===== config.mk =====
export PLATFORM = sky130hd
export DESIGN_NAME = rsi_mul
export DESIGN_NICKNAME = d
export VERILOG_FILES = /design/src/rtl/rsi_pkg.sv /design/src/rtl/rsi_mul.sv
export SDC_FILE = /design/constraint.sdc
export NUM_CORES = 2
export LEC_CHECK = 0
export BUFFER_PORTS_ARGS = -buffer_cell sky130_fd_sc_hd__buf_2
export CORE_ASPECT_RATIO = 1.25
export CORE_MARGIN = 2
export CORE_UTILIZATION = 30
export DETAILED_ROUTE_END_ITERATION = 12
export GPL_TIMING_DRIVEN = 0
export SYNTH_ARGS = -nofsm -noshare
export SYNTH_HDL_FRONTEND = slang
export SYNTH_SLANG_ARGS = --single-unit

===== constraint.sdc =====
create_clock -name i_clk -period 19.9 [get_ports i_clk]
set_clock_uncertainty 0.1 [all_clocks]
set_input_delay 0 -clock i_clk [delete_from_list [all_inputs] [get_ports i_clk]]
set_output_delay 0 -clock i_clk [all_outputs]
set_load 0.1 [all_outputs]

===== src/rtl/rsi_pkg.sv =====
package rsi_pkg;

    // default geometry
    localparam int COORD_WIDTH_DEF   = 32;
    localparam int FRACTION_BITS_DEF = 16;

    // tangent tolerance register
    localparam int          TOL_W     = 17;
    localparam logic [16:0] TOL_RESET = 17'd1;

    // digit size of the pipelined multipliers
    localparam int DIGIT_W = 32;

    typedef enum logic [1:0] {
        ST_DISJOINT = 2'd0,
        ST_TANGENT  = 2'd1,
        ST_CROSS    = 2'd2,
        ST_ZERO_DIR = 2'd3
    } t_status;

endpackage


===== src/rtl/rsi_mul.sv =====
// Signed multiplier, three stages: magnitudes, digit partial products, sum and sign.
module rsi_mul #(
    parameter int AW = 32,
    parameter int BW = 32
) (
    input  logic                 i_clk,
    input  logic                 i_en,
    input  logic signed [AW-1:0] i_a,
    input  logic signed [BW-1:0] i_b,
    output logic signed [AW+BW-1:0] o_p
);

    localparam int DW  = rsi_pkg::DIGIT_W;
    localparam int NA  = (AW + DW - 1) / DW;
    localparam int NB  = (BW + DW - 1) / DW;
    localparam int PW  = (NA + NB) * DW;

    logic [AW-1:0]      abs_a;
    logic [BW-1:0]      abs_b;
    logic [NA*DW-1:0]   r_ma;
    logic [NB*DW-1:0]   r_mb;
    logic               r_neg1;
    logic               r_neg2;
    logic [2*DW-1:0]    r_pp [NA][NB];
    logic [PW-1:0]      acc;
    logic [AW+BW-1:0]   n_p;
    logic [AW+BW-1:0]   r_p;

    assign abs_a = i_a[AW-1] ? AW'(-i_a) : AW'(i_a);
    assign abs_b = i_b[BW-1] ? BW'(-i_b) : BW'(i_b);

    always_ff @(posedge i_clk) begin
        if (i_en) begin
            r_ma   <= (NA*DW)'(abs_a);
            r_mb   <= (NB*DW)'(abs_b);
            r_neg1 <= i_a[AW-1] ^ i_b[BW-1];
        end
    end

    always_ff @(posedge i_clk) begin
        if (i_en) begin
            r_neg2 <= r_neg1;
            for (int i = 0; i < NA; i++) begin
                for (int j = 0; j < NB; j++) begin
                    r_pp[i][j] <= r_ma[DW*i +: DW] * r_mb[DW*j +: DW];
                end
            end
        end
    end

    always_comb begin
        acc = '0;
        for (int i = 0; i < NA; i++) begin
            for (int j = 0; j < NB; j++) begin
                acc = acc + (PW'(r_pp[i][j]) << (DW * (i + j)));
            end
        end
        n_p = r_neg2 ? (AW+BW)'(-acc) : (AW+BW)'(acc);
    end

    always_ff @(posedge i_clk) begin
        if (i_en) begin
            r_p <= n_p;
        end
    end

    assign o_p = $signed(r_p);

endmodule


# [After elaboration in Yosys (flattened, before gate mapping)]
# Memories as Yosys holds them, arrays and structs flattened.
# Index checks and enable logic that the tools add are counted.
[classes] add_sub_neg=3 eq_ne=0 div_mod_pow=0 n_mux=5 shifts=0 bitwise_logic=1 multipliers=1 magnitude_cmp=0 reduce_logical=0
[ops] cell="multiplier 32 x 32 -> 64 bit" n=1
[ops] cell="two-way mux 64 bit" n=1
[ops] cell="negator 32 bit" n=2
[ops] cell="negator 64 bit" n=1
[ops] cell="two-way mux 31 bit" n=2
[ops] cell="two-way mux 1 bit" n=2
[ops] cell="XOR 1 bit" n=1
[word_totals] mem_bits_ro=0 latchBits=0 input_bits=66 register_bits=130 output_inout_bits=64 mem_bits_rw=64 elab_cells=18 n_memories=1
[memory_table] memory="r_pp" words=1 word_bits=64 read_ports=1 rd_ports_with_merged_regs=0 write_ports=1 line="rsi_mul.sv:24" rtl="logic [2*DW-1:0] r_pp [NA][NB];"

# [Depth between registers and ports, before layout]
# An unclocked memory read counts as a cell.
[depth] ltp_word=3 mapped_depth=28 depth_no_buf=26

# [Worst setup path before layout]
# Ideal clock, no wire load.
[synth_path] kind="flip-flop to flip-flop" from="register r_mb[17]" to="memory r_pp[0][60] (netlist name), data pin" path_slack_ns=12.320 path_buffers=2 arrival_ns=7.205 setup_ns=0.274 stages_incl_launch_ff=27 period_less_slack_ns=7.580 path_cell_list="edfxtp_1 clkbuf_1 and2_1 fa_1 inv_1 fa_1 inv_1 fa_1 inv_1 fa_1 inv_1 fa_1 fa_1 fa_1 fa_1 ha_1 clkbuf_1 a21oi_1 o21ai_0 a21oi_1 nand4_1 a221oi_1 a31oi_1 a31o_2 a41oi_1 mux2i_1 o2111ai_1"
[synth_between] elab_chain_len=1
[synth_lines] element="start, declared" line="rsi_mul.sv:21" rtl="logic [NB*DW-1:0] r_mb;"
[synth_lines] element="start signal, assigned" line="rsi_mul.sv:35" rtl="r_mb <= (NB*DW)'(abs_b);"
[synth_lines] element="multiplier 32 x 32 -> 64 bit" line="rsi_mul.sv:45" rtl="r_pp[i][j] <= r_ma[DW*i +: DW] * r_mb[DW*j +: DW];"
[synth_lines] element="end, declared" line="rsi_mul.sv:24"
# Every way passes these cells.

# [Worst setup path in the final report]
[layout_path] from="register r_ma[23]" to="memory r_pp[0][59] (netlist name), data pin"
[layout_between] elab_chain_len=1
[layout_lines] element="start, declared" line="rsi_mul.sv:20" rtl="logic [NA*DW-1:0] r_ma;"
[layout_lines] element="start signal, assigned" line="rsi_mul.sv:34" rtl="r_ma <= (NA*DW)'(abs_a);"
[layout_lines] element="multiplier 32 x 32 -> 64 bit" line="rsi_mul.sv:45"
# Every way passes these cells.

==> tab_implementation.tex <==
\begin{tabular}{lr}
\hline
Metric & Value \\
\hline
\multicolumn{2}{l}{\textbf{Setup path}} \\
Critical Path Fanout Max & 10 \\
Worst setup slack for register-to-register paths & 9.54 ns \\
Source of the worst register-to-register timing path & r\_ma[23]\$\_DFFE\_PP\_ \\
CP startpoint kind & register \\
Data required time of the critical path & 20.08 ns \\
Nature of the critical path endpoint & register \\
Reg-to-Reg End & r\_pp[0][59]\$\_DFFE\_PP\_ \\
Startpoint-to-endpoint class of the critical path & register to register \\
Worst EP arrival & 10.54 ns \\
Worst R2R Path Depth & 23 \\
\multicolumn{2}{l}{\textbf{Synthesis}} \\
Main combinational cell family by area after synthesis & adder cells \\
Synthesized-area fraction occupied by adder cells & 51.1\% \\
Syn Area/Cell & 9.80 sq um \\
Count of different cell masters after synthesis & 51 \\
Compound-gate portion of the synthesized area & 4.49\% \\
Top post-synthesis cells by area & sky130\_fd\_sc\_hd\_\_fa\_1 (43\%), sky130\_fd\_sc\_hd\_\_edfxtp\_1 (14\%), sky130\_fd\_sc\_hd\_\_and2\_1 (9.5\%) \\
Leading register cell type out of synthesis & sky130\_fd\_sc\_hd\_\_edfxtp\_1 \\
Post-synth EDFFs & 194 \\
Sequential area share after synthesis & 14.0\% \\
Mux contribution to synthesized area & 0.0240\% \\
Post-Syn Nets & 5477 \\
Register bit count reported by yosys & 194 \\
Async set or reset register ratio after synthesis & 0\% \\
Total number of yosys warnings & 0 \\
Post-Synth XOR/XNOR Area & 3.85\% \\
Most instantiated library cell after synthesis & sky130\_fd\_sc\_hd\_\_fa\_1 \\
Syn Inst Count & 4249 \\
Netlist area before placement & 41600 sq um \\
Area fraction in and, or, nand and nor cells after synthesis & 16.6\% \\
Cell type with the largest total area after synthesis & sky130\_fd\_sc\_hd\_\_fa\_1 \\
Area share of the leading cell type in the synthesized netlist & 43.1\% \\
Ranking of synthesized cells by instance count & sky130\_fd\_sc\_hd\_\_fa\_1 (896), sky130\_fd\_sc\_hd\_\_inv\_1 (868), sky130\_fd\_sc\_hd\_\_and2\_1 (629), sky130\_fd\_sc\_hd\_\_nand2\_1 (513), sky130\_fd\_sc\_hd\_\_ha\_1 (266) \\
\multicolumn{2}{l}{\textbf{STA}} \\
Shortest clock period the worst path allows after layout & 10.36 ns \\
Actual transition at the worst max-transition pin & 1.50 ns \\
Remaining max-slew budget at the tightest pin & 0.0859\% \\
Achievable Freq & 0.0965 GHz \\
Post-Route Setup TNS & 0 ns \\
Number of failing setup endpoints in the final timing report & 0 \\
Final number of max-transition violations & 0 \\
Period utilization & 52.1\% \\
Setup repair after global routing missed its margin & no \\
Final hold slack & 0.0728 ns \\
Final hold violation count & 0 \\
\multicolumn{2}{l}{\textbf{Layout}} \\
Fill cells & 14252 \\
Area used by multi-input combinational logic & 31700 sq um \\
Finished Cell Area & 46400 sq um \\
Flip-flop and latch area & 5830 sq um \\
Layout area overhead & 11.4\% \\
Ratio of cells with drive above 1 in the final layout & 4.22\% \\
Final layout net count & 5738 \\
\multicolumn{2}{l}{\textbf{CTS}} \\
Clock tree from TritonCTS & done \\
H-Tree Depth & 4 \\
Insertion delay of the later-clocked pin in the worst-skew pair & 0.56 ns \\
Total number of clock tree sinks & 194 \\
Clock Pin Slew Worst Setup and Hold Paths & 0.10 ns \\
Num CTS Buffers & 17 \\
CTS Buffer Depth & 2 \\
CTS root buffer & sky130\_fd\_sc\_hd\_\_clkbuf\_16 \\
\multicolumn{2}{l}{\textbf{GRT}} \\
Met2 track utilization from global routing & 38.2\% \\
Residual overflow from global routing & 0 \\
Number of antenna violations at the first check in global routing & 15 \\
Number of global-route vias before repair & 33196 \\
First-pass GRT wire length & 228000 um \\
Pin count of the biggest net entering global routing & 102 \\
Global-route usage over all layers & 22.8\% \\
Global routing met3 resource utilization & 4.52\% \\
Met1 track demand over resource & 28.4\% \\
Layer with the highest usage & met2 \\
\multicolumn{2}{l}{\textbf{Floorplanning}} \\
Die span in x & 337 um \\
Vert. Die Dim & 420 um \\
Placeable core region & 138000 sq um \\
Initial Util & 30.3\% \\
Die area & 142000 sq um \\
Top-level I/O count & 130 \\
Standard-cell rows & 152 \\
\multicolumn{2}{l}{\textbf{Route}} \\
Total via count in the routed design & 31312 \\
Drt wl/cell & 24.9 um \\
Router iterations before antenna repair & 5 \\
Total detailed-routing wirelength & 159000 um \\
Number of vias per cell & 4.90 \\
Final antenna-violating net count & 0 \\
DRT iter0 DRCs & 2480 \\
Residual DRC count & 0 \\
\multicolumn{2}{l}{\textbf{Run}} \\
Max-capacitance violation count & 1 \\
\multicolumn{2}{l}{\textbf{Worst hold path}} \\
Hold depth & 3 \\
Start point of the worst hold path & i\_b[31] \\
Worst hold path class & input pin to register \\
Hold Path Sink & r\_mb[22]\$\_DFFE\_PP\_ \\
\multicolumn{2}{l}{\textbf{Placed design}} \\
Area post-placement & 44600 sq um \\
Number of input and output port buffers inserted & 129 \\
Last weighted congestion value of the routability-driven placer & 1.01 \\
HPWL after detailed placement & 131000 um \\
\multicolumn{2}{l}{\textbf{Outcome}} \\
Result of the run & finished, violations left \\
Violations in the final reports & max-capacitance violations \\
\hline
\end{tabular}
[flip-flops by register name (all words and copies together), names as in the netlist]
name    count
o_p        64
r_ma       32
r_mb       32
r_neg1      1
r_neg2      1
r_pp       64
[metal layers]
layer / wire length (um) / up-vias
met2: 75100 / 1446
met5: 80 / -
li1: - / 13321
met1: 62800 / 16175
met4: 7990 / 9
met3: 13000 / 361
[timing repair]
item / 4_1_cts / 5_1_grt
setup endpoints to repair: 0 / 0
hold endpoints to repair: 157 / 0
buffers inserted: 0 / 0
resized for setup: 0 / 0
hold buffers: 112 / 0
[stage by stage]
step	std cells	worst slack, ns	util [%]
2_1_floorplan	4249	12.32	-
3_3_place_gp	6226	9.44	32.4
3_5_place_dp	6227	9.41	32.5
4_1_cts	6371	9.37	33.7
5_1_grt	6373	9.21	33.7
6_report	6386	9.54	33.7
[area by class of cell]
cell class	count	share of cell area, %
buffer	229	1.89
antenna	15	0.0809
timing repair buffer	242	3.89
tap	1848	4.98
sequential	194	12.6
clock buffer	17	0.917
multi-input combinational	2958	68.3
clock inverter	15	0.396
inverter	868	7.02
[critical path, stage by stage, from the launching register on]
cell and delay, ns:
sky130_fd_sc_hd__edfxtp_1 0.49, sky130_fd_sc_hd__clkbuf_1 1.13, sky130_fd_sc_hd__and2_1 0.31, sky130_fd_sc_hd__fa_1 0.46
sky130_fd_sc_hd__fa_1 0.50, sky130_fd_sc_hd__fa_1 0.52, sky130_fd_sc_hd__inv_1 0.12, sky130_fd_sc_hd__fa_1 0.50
sky130_fd_sc_hd__inv_1 0.05, sky130_fd_sc_hd__fa_1 0.48, sky130_fd_sc_hd__fa_1 0.56, sky130_fd_sc_hd__fa_1 0.43
sky130_fd_sc_hd__fa_1 0.49, sky130_fd_sc_hd__ha_1 0.29, sky130_fd_sc_hd__clkbuf_1 0.35, sky130_fd_sc_hd__nand2_1 0.26
sky130_fd_sc_hd__or3_1 0.40, sky130_fd_sc_hd__a221oi_1 0.54, sky130_fd_sc_hd__a221oi_1 0.26, sky130_fd_sc_hd__o41ai_1 0.91
sky130_fd_sc_hd__a21oi_1 0.32, sky130_fd_sc_hd__a21oi_1 0.31, sky130_fd_sc_hd__a21boi_0 0.15, sky130_fd_sc_hd__xnor2_1 0.14
[layout by cell type (no fill, tap or decap), types with 5 or more instances in the layout]
cell | netlist | final
sky130_fd_sc_hd__xnor2_1 | 150 | 150
sky130_fd_sc_hd__o41ai_1 | 18 | 18
sky130_fd_sc_hd__o21bai_1 | 12 | 12
sky130_fd_sc_hd__edfxtp_1 | 194 | 194
sky130_fd_sc_hd__fa_1 | 896 | 896
sky130_fd_sc_hd__o21ai_0 | 83 | 83
sky130_fd_sc_hd__or3_1 | 23 | 23
sky130_fd_sc_hd__nor4_1 | 8 | 8
sky130_fd_sc_hd__a31oi_1 | 7 | 7
sky130_fd_sc_hd__inv_1 | 868 | 868
sky130_fd_sc_hd__o211ai_1 | 5 | 5
sky130_fd_sc_hd__a21oi_1 | 78 | 78
sky130_fd_sc_hd__ha_1 | 266 | 266
sky130_fd_sc_hd__clkbuf_1 | 227 | 227
sky130_fd_sc_hd__xor2_1 | 33 | 33
sky130_fd_sc_hd__buf_2 | 0 | 128
sky130_fd_sc_hd__a221oi_1 | 6 | 6
sky130_fd_sc_hd__diode_2 | 0 | 15
sky130_fd_sc_hd__and3_1 | 5 | 5
sky130_fd_sc_hd__and2_1 | 629 | 629
sky130_fd_sc_hd__clkbuf_16 | 0 | 17
sky130_fd_sc_hd__nand4_1 | 26 | 26
sky130_fd_sc_hd__o31ai_1 | 37 | 37
sky130_fd_sc_hd__clkinv_8 | 0 | 6
sky130_fd_sc_hd__or3_2 | 10 | 10
sky130_fd_sc_hd__or4_1 | 17 | 17
sky130_fd_sc_hd__nor3_1 | 8 | 8
sky130_fd_sc_hd__nand2_1 | 513 | 513
sky130_fd_sc_hd__a21o_1 | 24 | 24
sky130_fd_sc_hd__o21a_1 | 7 | 7
sky130_fd_sc_hd__nor2_1 | 38 | 38
sky130_fd_sc_hd__dlygate4sd3_1 | 0 | 112
sky130_fd_sc_hd__nand3_1 | 8 | 8
sky130_fd_sc_hd__nand2b_1 | 9 | 9
[kinds of logic after synthesis]
| logic type | count (synthesis) |
|---|---|
| adders and majority gates | 1162 |
| xor gates and xnor gates | 183 |
| AOI/OAI and AO/OA | 295 |
| buffers and inverters | 1097 |
| DFF | 194 |
| muxes | 1 |
| and+or+nand+nor | 1317 |
[worst max-delay path by stage]
stage / startpoint / endpoint / slack [ns] / cells after the start
6_report: r_ma[23]$_DFFE_PP_ / r_pp[0][59]$_DFFE_PP_ / 9.54 / 23
5_1_grt: r_mb[5]$_DFFE_PP_ / r_pp[0][59]$_DFFE_PP_ / 9.21 / 23
4_1_cts: r_mb[5]$_DFFE_PP_ / r_pp[0][59]$_DFFE_PP_ / 9.37 / 23
3_5_place_dp: r_mb[5]$_DFFE_PP_ / r_pp[0][59]$_DFFE_PP_ / 9.41 / 23
3_3_place_gp: r_ma[21]$_DFFE_PP_ / r_pp[0][59]$_DFFE_PP_ / 9.44 / 22
2_1_floorplan: r_mb[17]$_DFFE_PP_ / r_pp[0][60]$_DFFE_PP_ / 12.32 / 26
Power is left out: the tool's default activity adds up to more than one toggle a clock period on the data nets, which glitch-free logic cannot reach.
